File: config.mk
export PLATFORM = sky130hd
export DESIGN_NAME = prefix_expression_evaluator
export DESIGN_NICKNAME = d
export VERILOG_FILES = /design/src/rtl/pxe_pkg.sv /design/src/rtl/pxe_ram.sv /design/src/rtl/prefix_expression_evaluator.sv
export VERILOG_INCLUDE_DIRS = /design/src /design/src/rtl
export SDC_FILE = /design/constraint.sdc
export NUM_CORES = 1
export LEC_CHECK = 0
export CAP_MARGIN = 20
export CORE_MARGIN = 10
export CORE_UTILIZATION = 64
export DETAILED_ROUTE_END_ITERATION = 8
export DONT_BUFFER_PORTS = 1
export PLACE_DENSITY = 0.8
export REMOVE_ABC_BUFFERS = 1
export SYNTH_ARGS = -nofsm -noshare
export SYNTH_HDL_FRONTEND = slang
export SYNTH_SLANG_ARGS = --single-unit
File: constraint.sdc
create_clock -name clk -period 4.8 [get_ports clk]
set_clock_uncertainty 0.15 [all_clocks]
set_input_delay 0.24 -clock clk [delete_from_list [all_inputs] [get_ports clk]]
set_output_delay 0.24 -clock clk [all_outputs]
set_load 0.03 [all_outputs]
File: src/rtl/prefix_expression_evaluator_assert.svh
// assertion helpers for the prefix evaluator, clocked on clk, quiet during rst
`ifndef PREFIX_EXPRESSION_EVALUATOR_ASSERT_SVH
`define PREFIX_EXPRESSION_EVALUATOR_ASSERT_SVH

`ifndef SYNTHESIS

// same-cycle implication
`define PXE_ASSERT_NOW(label, ante, cons) \
  label: assert property (@(posedge clk) disable iff (rst) (ante) |-> (cons)) \
    else $error("pxe check failed");

// next-cycle implication
`define PXE_ASSERT_NEXT(label, ante, cons) \
  label: assert property (@(posedge clk) disable iff (rst) (ante) |=> (cons)) \
    else $error("pxe check failed");

`else

`define PXE_ASSERT_NOW(label, ante, cons)
`define PXE_ASSERT_NEXT(label, ante, cons)

`endif

`endif

File: src/rtl/pxe_pkg.sv
package pxe_pkg;

  localparam int STACK_DEPTH_DEF = 16;
  localparam int DATA_W          = 8;

  // character codes
  localparam logic [7:0] CHAR_ZERO  = 8'h30;
  localparam logic [7:0] CHAR_NINE  = 8'h39;
  localparam logic [7:0] CHAR_PLUS  = 8'h2B;
  localparam logic [7:0] CHAR_TIMES = 8'h2A;
  localparam logic [7:0] CHAR_MINUS = 8'h2D;
  localparam logic [7:0] CHAR_SLASH = 8'h2F;

  // status codes, first error wins
  localparam logic [1:0] ST_OK    = 2'd0;
  localparam logic [1:0] ST_UNDER = 2'd1;
  localparam logic [1:0] ST_OVER  = 2'd2;
  localparam logic [1:0] ST_DIV0  = 2'd3;

endpackage

File: src/rtl/pxe_ram.sv
module pxe_ram #(
  parameter int WIDTH = 8,
  parameter int DEPTH = 16
) (
  input  logic                     clk,
  input  logic                     we,
  input  logic [$clog2(DEPTH)-1:0] waddr,
  input  logic [WIDTH-1:0]         wdata,
  input  logic [$clog2(DEPTH)-1:0] raddr,
  output logic [WIDTH-1:0]         rdata
);

  logic [WIDTH-1:0] mem [DEPTH];

  always_ff @(posedge clk) begin
    if (we) begin
      mem[waddr] <= wdata;
    end
    rdata <= mem[raddr];
  end

endmodule

File: src/rtl/prefix_expression_evaluator.sv
// prefix expression evaluator
//
// input channel (in_valid / in_ready): one character word per transfer, the
// expression fed reversed, last_token set on its leftmost character. digits
// push, + * - / pop two operands and push the 8-bit wrapped result, any
// other character pops two and pushes nothing.
// output channel (out_valid / out_ready): one word per expression, sent after
// the word marked last_token: value plus status (first error seen).
// per word: a digit is pushed; + - * pop, compute and push; / runs eight
// restoring steps in the divider, skipped on a zero divisor; other
// characters pop two and finish. the last word then pops the result (none
// on an empty stack, which gives 0 and underflow) and may wait on a stalled receiver.
// the stack lives in a single-port-write, registered-read RAM, so each pop
// waits on a registered read; the sequencer takes one word at a time.
// a finished result sits in the output register while the next expression is
// taken; only the emit step of the next last word waits on a stalled
// receiver.
// reset (rst, synchronous) empties the stack, clears the error and drops
// out_valid; stack RAM contents are not cleared, only the count.
module prefix_expression_evaluator #(
  parameter int STACK_DEPTH = pxe_pkg::STACK_DEPTH_DEF
) (
  input  logic                           clk,
  input  logic                           rst,
  input  logic                           in_valid,
  output logic                           in_ready,
  input  logic [7:0]                     token_char,
  input  logic                           last_token,
  output logic                           out_valid,
  input  logic                           out_ready,
  output logic signed [pxe_pkg::DATA_W-1:0] value,
  output logic [1:0]                     status
);

  import pxe_pkg::*;

  localparam int ADDR_W = $clog2(STACK_DEPTH);
  localparam int CNT_W  = $clog2(STACK_DEPTH + 1);

  typedef enum logic [3:0] {
    S_IDLE,
    S_POP1,
    S_POP2,
    S_OPER,
    S_CALC,
    S_DIV,
    S_DIVEND,
    S_PUSH,
    S_FIN,
    S_FINW,
    S_EMIT
  } state_t;

  state_t state;

  // stack control
  logic [CNT_W-1:0] cnt;
  logic [CNT_W-1:0] cnt_m1;
  logic [1:0]       err;
  logic             stk_full;
  logic             stk_empty;

  // current word
  logic [7:0] ch;
  logic       last;
  logic       pop1_hit;
  logic       pop2_hit;

  // operands and result
  logic signed [DATA_W-1:0]   opa;
  logic signed [DATA_W-1:0]   opb;
  logic signed [DATA_W-1:0]   res;
  logic signed [2*DATA_W-1:0] prod;

  // restoring divider
  logic [DATA_W-1:0] rem;
  logic [DATA_W-1:0] quo;
  logic [DATA_W-1:0] dvs;
  logic              neg;
  logic [2:0]        step;
  logic [DATA_W:0]   rem_sh;
  logic [DATA_W:0]   rem_diff;
  logic              rem_ge;
  logic [DATA_W-1:0] abs_a;
  logic [DATA_W-1:0] abs_b;

  // ram port
  logic                  ram_we;
  logic [ADDR_W-1:0]     ram_waddr;
  logic [ADDR_W-1:0]     ram_raddr;
  logic [DATA_W-1:0]     ram_rdata;

  // result goes out this cycle
  logic                  emit_go;

  assign in_ready  = (state == S_IDLE);
  assign cnt_m1    = cnt - CNT_W'(1);
  assign stk_full  = (cnt == CNT_W'(STACK_DEPTH));
  assign stk_empty = (cnt == '0);
  assign emit_go   = (state == S_EMIT) && (!out_valid || out_ready);

  // top of stack is always the read address; write lands at cnt
  assign ram_raddr = cnt_m1[ADDR_W-1:0];
  assign ram_waddr = cnt[ADDR_W-1:0];
  assign ram_we    = (state == S_PUSH) && !stk_full;

  assign prod     = opa * opb;
  assign abs_a    = opa[DATA_W-1] ? DATA_W'(-opa) : DATA_W'(opa);
  assign abs_b    = opb[DATA_W-1] ? DATA_W'(-opb) : DATA_W'(opb);
  assign rem_sh   = {rem, quo[DATA_W-1]};
  assign rem_ge   = (rem_sh >= {1'b0, dvs});
  assign rem_diff = rem_sh - {1'b0, dvs};

  pxe_ram #(
    .WIDTH (DATA_W),
    .DEPTH (STACK_DEPTH)
  ) u_stack (
    .clk   (clk),
    .we    (ram_we),
    .waddr (ram_waddr),
    .wdata (res),
    .raddr (ram_raddr),
    .rdata (ram_rdata)
  );

  always_ff @(posedge clk) begin
    if (rst) begin
      state     <= S_IDLE;
      cnt       <= '0;
      err       <= ST_OK;
      out_valid <= 1'b0;
    end else begin
      // a new result replacing the taken one keeps out_valid high
      if (out_valid && out_ready && !emit_go) begin
        out_valid <= 1'b0;
      end
      case (state)
        S_IDLE: begin
          if (in_valid) begin
            ch   <= token_char;
            last <= last_token;
            if (token_char >= CHAR_ZERO && token_char <= CHAR_NINE) begin
              res   <= token_char - CHAR_ZERO;
              state <= S_PUSH;
            end else begin
              state <= S_POP1;
            end
          end
        end
        // first operand: read issued here, data lands in S_POP2
        S_POP1: begin
          pop1_hit <= !stk_empty;
          if (stk_empty) begin
            if (err == ST_OK) err <= ST_UNDER;
          end else begin
            cnt <= cnt_m1;
          end
          state <= S_POP2;
        end
        S_POP2: begin
          opa      <= pop1_hit ? ram_rdata : '0;
          pop2_hit <= !stk_empty;
          if (stk_empty) begin
            if (err == ST_OK) err <= ST_UNDER;
          end else begin
            cnt <= cnt_m1;
          end
          state <= S_OPER;
        end
        S_OPER: begin
          opb   <= pop2_hit ? ram_rdata : '0;
          state <= S_CALC;
        end
        S_CALC: begin
          case (ch)
            CHAR_PLUS: begin
              res   <= opa + opb;
              state <= S_PUSH;
            end
            CHAR_MINUS: begin
              res   <= opa - opb;
              state <= S_PUSH;
            end
            CHAR_TIMES: begin
              res   <= prod[DATA_W-1:0];
              state <= S_PUSH;
            end
            CHAR_SLASH: begin
              if (opb == '0) begin
                if (err == ST_OK) err <= ST_DIV0;
                res   <= '0;
                state <= S_PUSH;
              end else begin
                rem   <= '0;
                quo   <= abs_a;
                dvs   <= abs_b;
                neg   <= opa[DATA_W-1] ^ opb[DATA_W-1];
                step  <= '0;
                state <= S_DIV;
              end
            end
            default: begin
              state <= S_FIN;
            end
          endcase
        end
        // one quotient bit per cycle, msb first
        S_DIV: begin
          if (rem_ge) begin
            rem <= rem_diff[DATA_W-1:0];
            quo <= {quo[DATA_W-2:0], 1'b1};
          end else begin
            rem <= rem_sh[DATA_W-1:0];
            quo <= {quo[DATA_W-2:0], 1'b0};
          end
          step <= step + 3'd1;
          if (step == 3'(DATA_W - 1)) begin
            state <= S_DIVEND;
          end
        end
        S_DIVEND: begin
          res   <= neg ? DATA_W'(-quo) : quo;
          state <= S_PUSH;
        end
        S_PUSH: begin
          if (stk_full) begin
            if (err == ST_OK) err <= ST_OVER;
          end else begin
            cnt <= cnt + CNT_W'(1);
          end
          state <= S_FIN;
        end
        S_FIN: begin
          if (!last) begin
            state <= S_IDLE;
          end else if (stk_empty) begin
            if (err == ST_OK) err <= ST_UNDER;
            res   <= '0;
            state <= S_EMIT;
          end else begin
            cnt   <= cnt_m1;
            state <= S_FINW;
          end
        end
        S_FINW: begin
          res   <= ram_rdata;
          state <= S_EMIT;
        end
        S_EMIT: begin
          if (emit_go) begin
            value     <= res;
            status    <= err;
            out_valid <= 1'b1;
            cnt       <= '0;
            err       <= ST_OK;
            state     <= S_IDLE;
          end
        end
        default: begin
          state <= S_IDLE;
        end
      endcase
    end
  end

  `include "prefix_expression_evaluator_assert.svh"

  `PXE_ASSERT_NOW(a_cnt_bound, 1'b1, cnt <= CNT_W'(STACK_DEPTH))
  `PXE_ASSERT_NOW(a_no_write_full, ram_we, cnt < CNT_W'(STACK_DEPTH))
  `PXE_ASSERT_NEXT(a_emit_clears, emit_go, (cnt == '0) && (err == ST_OK) && out_valid)

endmodule
# Word level (Yosys, flattened, before mapping)
# Memory sizes are Yosys's and may differ from the RTL's. A register that Yosys moved wholly into a read port is not among the register bits.
# Cells that the tools add are included.
dict set report totals {
  regBits 85
  ram_bits 128
  output_inout_bits 12
  word_cells 149
  n_memories 1
}
# memory words word_bits read_ports rd_clocked_by_memory_dff write_ports line
set memory_table {}
lappend memory_table {u_stack.mem 16 8 1 1 1 pxe_ram.sv:13} ;# logic [WIDTH-1:0] mem [DEPTH];
dict set report classes {
  add_sub_neg 10
  mul 1
  magnitude_cmp 3
  n_eq_ne 31
  muxes 50
  bitwise 3
  reduce_logical 31
}
# operator count
set ops {}
lappend ops {{$mux W8} 12}
lappend ops {{$pmux W4 S11} 1}
lappend ops {{$pmux W8 S5} 1}
lappend ops {{$eq A8 B6 Y1 const B} 4}
lappend ops {{$pmux W8 S2} 2}
lappend ops {{$pmux W8 S4} 1}
lappend ops {{$neg A8 Y8} 3}
lappend ops {{$mux W2} 11}
lappend ops {{$ne A2 B2 Y1 const B} 11}
lappend ops {{$mux W5} 4}
lappend ops {{$pmux W5 S4} 1}
lappend ops {{$eq A4 B3 Y1 const B} 4}
lappend ops {{$mux W4} 4}
lappend ops {{$reduce_and A8 Y1} 2}
lappend ops {{$sub A8 B8 Y8} 2}
lappend ops {{$eq A4 B4 Y1 const B} 3}
lappend ops {{$reduce_and A4 Y1} 3}
lappend ops {{$pmux W2 S5} 1}
lappend ops {{$reduce_bool A5 Y1} 2}
lappend ops {{$ge A9 B8 Y1} 1}
lappend ops {{$mux W3} 3}
lappend ops {{$reduce_and A3 Y1} 3}
lappend ops {{$add A8 B8 Y8} 1}
lappend ops {{$eq A4 B2 Y1 const B} 2}
lappend ops {{other kinds (31)} 47}

# Logic depth before layout (Yosys ltp)
# Gate-level depths: netlist of the first run.
dict set report depth {
  depth_word 8
  mapped_depth 17
}

# Cells and area by module
# Synthesis of the first run repeated with hierarchy kept, for this count alone.
dict set report hier_totals {
  cells_unflattened 847
  hier_area_um2 11219.5
}
# module n_inst cells_per_inst area_per_inst_um2
set by_module_without_submodules {}
lappend by_module_without_submodules {prefix_expression_evaluator 1 618 6072.1}
lappend by_module_without_submodules {pxe_ram 1 229 5147.4}

# Worst setup path after synthesis of the first run
# No wires, ideal clock.
dict set report synth_path {
  path_kind {register to register}
  from {register opa[2]}
  to {register res[7], data pin}
  setup_ps 269
  t_arrival_ps 3550
  required_ps 4381
  path_slack_ps 831
  stages_incl_launch_ff 16
  path_buffers 1
  synth_period_minus_slack_ps 3969
  path_cell_list {edfxtp_1 > clkbuf_1 > nand2_1 > fa_1 > inv_1 > ha_1 > fa_1 > inv_1 > fa_1 > inv_1 > ha_1 > a21oi_1 > xnor2_1 > xnor2_1 > a22oi_1 > o21ai_0}
}
dict set report synth_via {
  elab_chain_len 3
  elab_cells_between_ends 5
  classes_between {add/sub (2); mul (1); mux (2)}
}
# element line
set synth_lines {}
lappend synth_lines {{start, declared} prefix_expression_evaluator.sv:70} ;# logic signed [DATA_W-1:0] opa;
lappend synth_lines {{start signal, assigned} prefix_expression_evaluator.sv:161} ;# opa <= pop1_hit ? ram_rdata : '0;
lappend synth_lines {{$mul A8 B8 Y8 (tied with other cells)} prefix_expression_evaluator.sv:107} ;# assign prod = opa * opb;
lappend synth_lines {{$pmux W8 S4 (*)} prefix_expression_evaluator.sv:175} ;# case (ch)
lappend synth_lines {{$pmux W8 S5 (*)} prefix_expression_evaluator.sv:137} ;# case (state)
lappend synth_lines {{end signal, assigned} prefix_expression_evaluator.sv:143} ;# res <= token_char - CHAR_ZERO;
lappend synth_lines {{end signal, assigned} prefix_expression_evaluator.sv:177} ;# res <= opa + opb;
lappend synth_lines {{end signal, assigned} prefix_expression_evaluator.sv:181} ;# res <= opa - opb;
lappend synth_lines {{end, declared} prefix_expression_evaluator.sv:72} ;# logic signed [DATA_W-1:0] res;
# Mark *: on every way between the ends. The rest lies on a longest branch, timed or not.
# A chain may end at the register's enable or synchronous reset.

# Worst setup path in the final report of the first run
dict set report layout_path {
  from {register opa[1]}
  to {register res[7], data pin}
}
# Same word-level chain as after synthesis.

==> flow_summary.ini, run 1 <==
[run_status]
outcome = finished clean

[critical_path]
worst_ep_required_time_ps = 4880
crit_family = adder cells
critPathMaxStageDelay_ps = 570
worst_setup_path_end_kind = flip-flop
source_of_the_worst_register_to_register_timing_path = opa[1]
path_cells = nand2_1 > fa_1 > inv_1 > fa_1 > fa_1 > inv_1 > fa_1 > inv_1 > ha_1 > a21oi_1 > xnor2_1 > xnor2_1 > a22oi_1 > o21ai_0
critical_path.reg2reg.endpoint = res[7]
critical_path_depth = 14
timing.critical_path.slowest_stage_cell = sky130_fd_sc_hd__edfxtp_1
worst_path_most_repeated_cell = sky130_fd_sc_hd__fa_1
reg2reg_depth = 14
worst-r2r-setup-slack_ps = 580
path_class = flip-flop to flip-flop
timing.critical_path.buf_inv = 3
startpoint_type = flip-flop
path_max_fanout = 10
cp_data_arrival_time_ps = 4300

[power_and_ir_drop]
netSwitchingFraction_pct = 30.7
part_of_the_power_in_the_clock_network_pct = 29.6
intPower_uw = 3750
sequentialPowerShare_pct = 46.7
p_leak_uw = 0.00425
power-per-cell-area_nw_per_um2 = 442
switchingPower_uw = 1660
ir_drop_uv = 358
p_comb_share_pct = 23.7

[logic_synthesis]
synth-seq-area-share_pct = 57.1
synthesis.area_per_instance_um2 = 13.3
synth_flop_cell = sky130_fd_sc_hd__edfxtp_1
synthDominantAreaCellType = sky130_fd_sc_hd__edfxtp_1
mapped_area_um2 = 11300
post_synthesis_cell_type_count = 73
synth_largest_type_area_fraction_pct = 53.5
ys_async_sr_fraction_pct = 0
synth_enable_flop_cells = 201
synthTopCellsByArea = sky130_fd_sc_hd__edfxtp_1 54%, sky130_fd_sc_hd__mux4_2 8.0%, sky130_fd_sc_hd__ha_1 5.1%, sky130_fd_sc_hd__dfxtp_1 3.6%, sky130_fd_sc_hd__xnor2_1 3.0%
ys_seq_elements = 221
synth-warning-count = 0
post_synth_inst_count = 846

[cts]
clk_root_buffer_cell = sky130_fd_sc_hd__clkbuf_16
cts_htree_levels = 1
cts_made_buffers = 23
cts.sink_count = 221
cts_hold_buf = 11
insertion_delay_ps = 510
cts_tree = done
clock_slew_at_reported_path_ffs_ps = 60
cts-resized-gates = 0
cts_post_setup_buffers_inserted = 0
max-clock-path-buffers = 3

[sta]
finalSetupTns_ps = 0
setup-violations-final = 0
slew-limit-headroom_pct = 30.2
number_of_endpoints_with_negative_hold_slack_in_the_final_report = 0
layout_setup_ws_ps = 580
finalWorstPathRequiredPeriod_ps = 4220
grt_setup_unrepaired = false
final_max_slew_viol_count = 0
worstMarginPinSlew_ps = 1040
achievable-frequency_mhz = 237
post-route-period-util_pct = 87.9

[detailed_routing]
drtPass1Iterations = 6
vias_per_cell = 6.50
dr_drc_count = 0
drt_first_iter_violations = 853
dr_total_vias = 7134
drt_wl_total_um = 26500
final_antenna_net_count = 0
route.detailed.wl_per_inst_um = 24.1

[place]
place.gp.congestion = 0.920
dp.final_hpwl_um = 17900
io_buffer_count = 0
dp_slack_ps = 583

[global_routing]
largest_net_degree_at_the_start_of_global_routing = 39
globalRoute.totalOverflow = 0
grt_first_pass_wirelength_um = 41300
first_global_vias = 7137
overall_global_routing_usage_pct = 22.2
initial_antenna_violation_count = 0

[die]
floorplan.die.height_um = 153
design.portCount = 25
die_area_um2 = 23300
initial_core_util_pct = 65.2
placementRows = 48
core_area_um2 = 17300
die-width_um = 153

[min_path]
number_of_cells_on_the_worst_hold_path = 2
holdPathEnd = res[7]
hold_path_class = input port to flip-flop
startpoint_of_the_worst_hold_path = rst

[cells_and_area]
layout.cells.most_common_list = 201 x sky130_fd_sc_hd__edfxtp_1, 72 x sky130_fd_sc_hd__nor2_1, 69 x sky130_fd_sc_hd__nand2_1, 46 x sky130_fd_sc_hd__ha_1, 44 x sky130_fd_sc_hd__inv_1
nets = 930
finish.utilization_pct = 70.7
syn_to_final_growth_pct = 8.46
mostFrequentLayoutCell = sky130_fd_sc_hd__edfxtp_1
antenna_cells = 0
post_route_cells_drive_above_1_share_pct = 12.8

[run]
number_of_max_cap_violations = 0
==> worst max-delay path by stage <==
stage / startpoint / endpoint
floorplan: cnt[0] / u_stack.rdata[0]
global placement: opa[1] / res[7]
detailed placement: opa[1] / res[7]
CTS: opa[1] / res[7]
global route: opa[1] / res[7]
finish: opa[1] / res[7]
==> worst reg2reg max path: stages, from the launching register on <==
cell and delay [ps]:
sky130_fd_sc_hd__edfxtp_1 570, sky130_fd_sc_hd__nand2_1 150, sky130_fd_sc_hd__fa_1 450, sky130_fd_sc_hd__inv_1 90, sky130_fd_sc_hd__fa_1 400, sky130_fd_sc_hd__fa_1 490, sky130_fd_sc_hd__inv_1 60, sky130_fd_sc_hd__fa_1 530
sky130_fd_sc_hd__inv_1 40, sky130_fd_sc_hd__ha_1 310, sky130_fd_sc_hd__a21oi_1 190, sky130_fd_sc_hd__xnor2_1 160, sky130_fd_sc_hd__xnor2_1 110, sky130_fd_sc_hd__a22oi_1 130, sky130_fd_sc_hd__o21ai_0 90
==> cell type report <==
type | instances | area [um^2]
clock buffer | 31 | 616
clock inverter | 9 | 47.5
fill | 1132 | 5070
inverter | 44 | 165
multi-input combinational | 542 | 4460
sequential | 221 | 6440
tap | 225 | 282
timing repair buffer | 25 | 225
==> power groups by stage <==
stage / clock (uW) / combinational, uW / sequential (uW)
2_1_floorplan: 0 / 935 / 2460
5_1_grt: 1700 / 1410 / 2540
6_report: 1600 / 1280 / 2520
3_5_place_dp: 0 / 1250 / 2550
3_3_place_gp: 0 / 1220 / 2540
4_1_cts: 1620 / 1270 / 2510
==> Yosys cell counts, types with 6 or more instances <==
cell type                  instances
sky130_fd_sc_hd__nand3_1           7
sky130_fd_sc_hd__or2_2             6
sky130_fd_sc_hd__mux4_2           40
sky130_fd_sc_hd__clkbuf_8          6
sky130_fd_sc_hd__edfxtp_1        201
sky130_fd_sc_hd__o21ai_0          37
sky130_fd_sc_hd__and2_1           33
sky130_fd_sc_hd__nor2b_1           7
sky130_fd_sc_hd__nor2_1           72
sky130_fd_sc_hd__a21oi_1          26
sky130_fd_sc_hd__mux2i_1           9
sky130_fd_sc_hd__nor3_1           13
sky130_fd_sc_hd__xor2_1           10
sky130_fd_sc_hd__dfxtp_1          20
sky130_fd_sc_hd__inv_1            44
sky130_fd_sc_hd__clkbuf_1         22
sky130_fd_sc_hd__nand2b_1         16
sky130_fd_sc_hd__fa_1             14
sky130_fd_sc_hd__buf_2             6
sky130_fd_sc_hd__ha_1             46
sky130_fd_sc_hd__o31ai_1           6
sky130_fd_sc_hd__nand2_1          69
sky130_fd_sc_hd__xnor2_1          39
sky130_fd_sc_hd__a211oi_1          8
==> sequential cells by signal, summed over array words and instances, names as in the netlist, 2 cells and up <==
name	count
rem	8
opb	8
ch	8
opa	8
u_stack.rdata	8
status	2
value	8
state	4
err	2
step	3
quo	8
cnt	5
u_stack.mem	128
res	8
dvs	8
==> per-stage QoR <==
| stage | std cells | hold slack, ps | area, um^2 | power, uW |
|---|---|---|---|---|
| after floorplan | 807 | 159 | 11000 | 3400 |
| after global placement | 1042 | 162 | 11400 | 3750 |
| after detailed placement | 1042 | 168 | 11400 | 3800 |
| after CTS | 1093 | 43.1 | 12200 | 5400 |
| after global routing | 1097 | 57.0 | 12200 | 5650 |
| final | 1097 | 62.0 | 12200 | 5410 |
==> per-layer routing <==
layer | track usage [%] | wire length [um]
met2 | 38.2 | 13500
met3 | 2.48 | 2090
met5 | 0 | 0
met4 | 5.50 | 691
met1 | 29.5 | 10200
==> logic make-up (layout without fill, tap and decap cells) <==
group / count (synthesis) / count (layout) / synth area share, %
xor gates and xnor gates: 50 / 50 / 4.01
adders and majority gates: 60 / 60 / 7.59
and+or+nand+nor: 255 / 255 / 11.6
buffers and inverters: 83 / 109 / 3.47
muxes: 49 / 49 / 8.79
DFF: 221 / 221 / 57.1
AOI/OAI and AO/OA: 128 / 128 / 7.46
No activity file was read; power rests on OpenSTA's default activity.
==> inputs of run 2 (changes only) <==
Settings changed: RECOVER_POWER set to 50.
==> run 2 against run 1 <==
Effect of this change: power decreased by 0.37%; global-route usage is the same; non-clock buffer count unchanged; via count decreased by 0.15%; register-to-register slack got worse by 80 ps; critical path type unchanged; critical endpoint is now res[5]; largest power group unchanged.
==> flow_summary.ini, run 2 (synthesis gave the netlist of run 1 again) <==
[run_status]
outcome = finished clean

[cells_and_area]
post_route_cells_drive_above_1_share_pct = 11.9
fill_cells = 1139
antenna_cells = 0
layout.cells.most_common_list = 201 x sky130_fd_sc_hd__edfxtp_1, 73 x sky130_fd_sc_hd__nor2_1, 69 x sky130_fd_sc_hd__nand2_1, 46 x sky130_fd_sc_hd__ha_1, 44 x sky130_fd_sc_hd__inv_1
largest_reg_flops = 128
mostFrequentLayoutCell = sky130_fd_sc_hd__edfxtp_1
sequential_cell_area_um2 = 6440
nets = 930
multi_input_area_um2 = 4430
max_flop_register = u_stack.mem
syn_to_final_growth_pct = 8.08

[critical_path]
cp_data_arrival_time_ps = 4410
critPathMaxStageDelay_ps = 510
timing.critical_path.slowest_stage_cell = sky130_fd_sc_hd__fa_1
path_class = flip-flop to flip-flop
worst_ep_required_time_ps = 4910
startpoint_type = flip-flop
worst-r2r-setup-slack_ps = 500
path_max_fanout = 11
worst_setup_path_end_kind = flip-flop
path_cells = clkbuf_1 > and2_1 > ha_1 > inv_1 > fa_1 > inv_1 > ha_1 > fa_1 > ha_1 > fa_1 > a32oi_1 > o211ai_1 > o21a_1

[cts]
cts_made_buffers = 23
clock_slew_at_reported_path_ffs_ps = 70
insertion_delay_ps = 510
cts.sink_count = 221
cts_tree = done
cts_htree_levels = 1
clk_root_buffer_cell = sky130_fd_sc_hd__clkbuf_16
max-clock-path-buffers = 3

[sta]
slew-limit-headroom_pct = 16.1
grt_setup_unrepaired = false
post-route-period-util_pct = 89.6
number_of_endpoints_with_negative_hold_slack_in_the_final_report = 0
final_max_slew_viol_count = 0
finalSetupTns_ps = 0
worstMarginPinSlew_ps = 1260
finalWorstPathRequiredPeriod_ps = 4300
setup-violations-final = 0
layout_setup_ws_ps = 500
achievable-frequency_mhz = 233

[place]
dp_slack_ps = 583
io_buffer_count = 0
dp.final_hpwl_um = 17900
place.gp.congestion = 0.920

[die]
placementRows = 48
core_area_um2 = 17300
floorplan.die.height_um = 153
design.portCount = 25
initial_core_util_pct = 65.2
die-width_um = 153
die_area_um2 = 23300

[power_and_ir_drop]
p_leak_uw = 0.00420
sequentialPowerShare_pct = 46.9
part_of_the_power_in_the_clock_network_pct = 29.7
netSwitchingFraction_pct = 30.7
power-per-cell-area_nw_per_um2 = 442
ir_drop_uv = 360
intPower_uw = 3730
switchingPower_uw = 1650
p_comb_share_pct = 23.4

[global_routing]
grt_first_pass_wirelength_um = 41300
overall_global_routing_usage_pct = 22.2
initial_antenna_violation_count = 0
largest_net_degree_at_the_start_of_global_routing = 39
globalRoute.totalOverflow = 0
first_global_vias = 7137

[detailed_routing]
drt_wl_total_um = 26500
dr_drc_count = 0
drt_first_iter_violations = 1009
final_antenna_net_count = 0
route.detailed.wl_per_inst_um = 24.2
vias_per_cell = 6.49
dr_total_vias = 7123
drtPass1Iterations = 6

[run]
number_of_max_cap_violations = 0

[min_path]
hold_path_class = input port to flip-flop
run 2: cell count changes in the layout (fill, tap and decap cells not counted), sizes merged:
cell,previous run,this run
clkbuf,31,35
buf,13,9
run 2: repair_timing:
item | in CTS | in global routing
hold endpoints to repair | 65 | 3
buffers inserted | 0 | 0
resized for setup | 0 | 0
hold buffers | 11 | 1
run 2: area by class of cell:
cell class,instances,share of cell area [%]
Inverter,44,1.36
Sequential cell,221,52.8
Timing Repair Buffer,25,1.72
Multi-Input combinational cell,542,36.3
Clock buffer,31,5.05
Tap cell,225,2.31
Clock inverter,9,0.390
run 2: metal layers:
layer,track usage (%),up-vias,part of all wire [%],wire length (um)
li1,-,3148,-,-
met1,29.5,3509,39,10200
met2,38.2,400,50,13400
met3,2.48,66,8.1,2150
met4,5.50,0,2.8,744
met5,0,-,0,0
run 2: path summary, 6_finish.rpt:
kind | startpoint | end | cells past startpoint
worst min-delay path | rst | res[4] | 2
worst min register to register | err[0] | status[0] | 0
worst max register to register | opb[0] | res[5] | 13
worst max-delay path | opb[0] | res[5] | 13
run 2: stage by stage:
step,power [uW],hold slack (ps),area [um^2],util (%),instances
2_1_floorplan,3400,159,11000,-,807
3_3_place_gp,3750,162,11400,66.0,1042
3_5_place_dp,3800,168,11400,66.0,1042
4_1_cts,5400,43.1,12200,70.5,1093
5_1_grt,5630,57.1,12200,70.5,1097
6_report,5390,52.8,12200,70.5,1097
run 2: worst max-delay path, delay by kind of cell (launching register included):
| kind | cells | cell delay [ps] |
|---|---|---|
| and+or+nand+nor | 1 | 250 |
| AOI/OAI and AO/OA | 3 | 530 |
| buffers and inverters | 3 | 400 |
| adders and majority gates | 6 | 2300 |
| DFF | 1 | 400 |
run 2: power by group through the flow:
stage,clock network [uW],logic (uW),registers [uW]
after floorplan,0,935,2460
after global routing,1700,1390,2540
final,1600,1260,2530
after detailed placement,0,1250,2550
after CTS,1620,1270,2510
after global placement,0,1220,2540
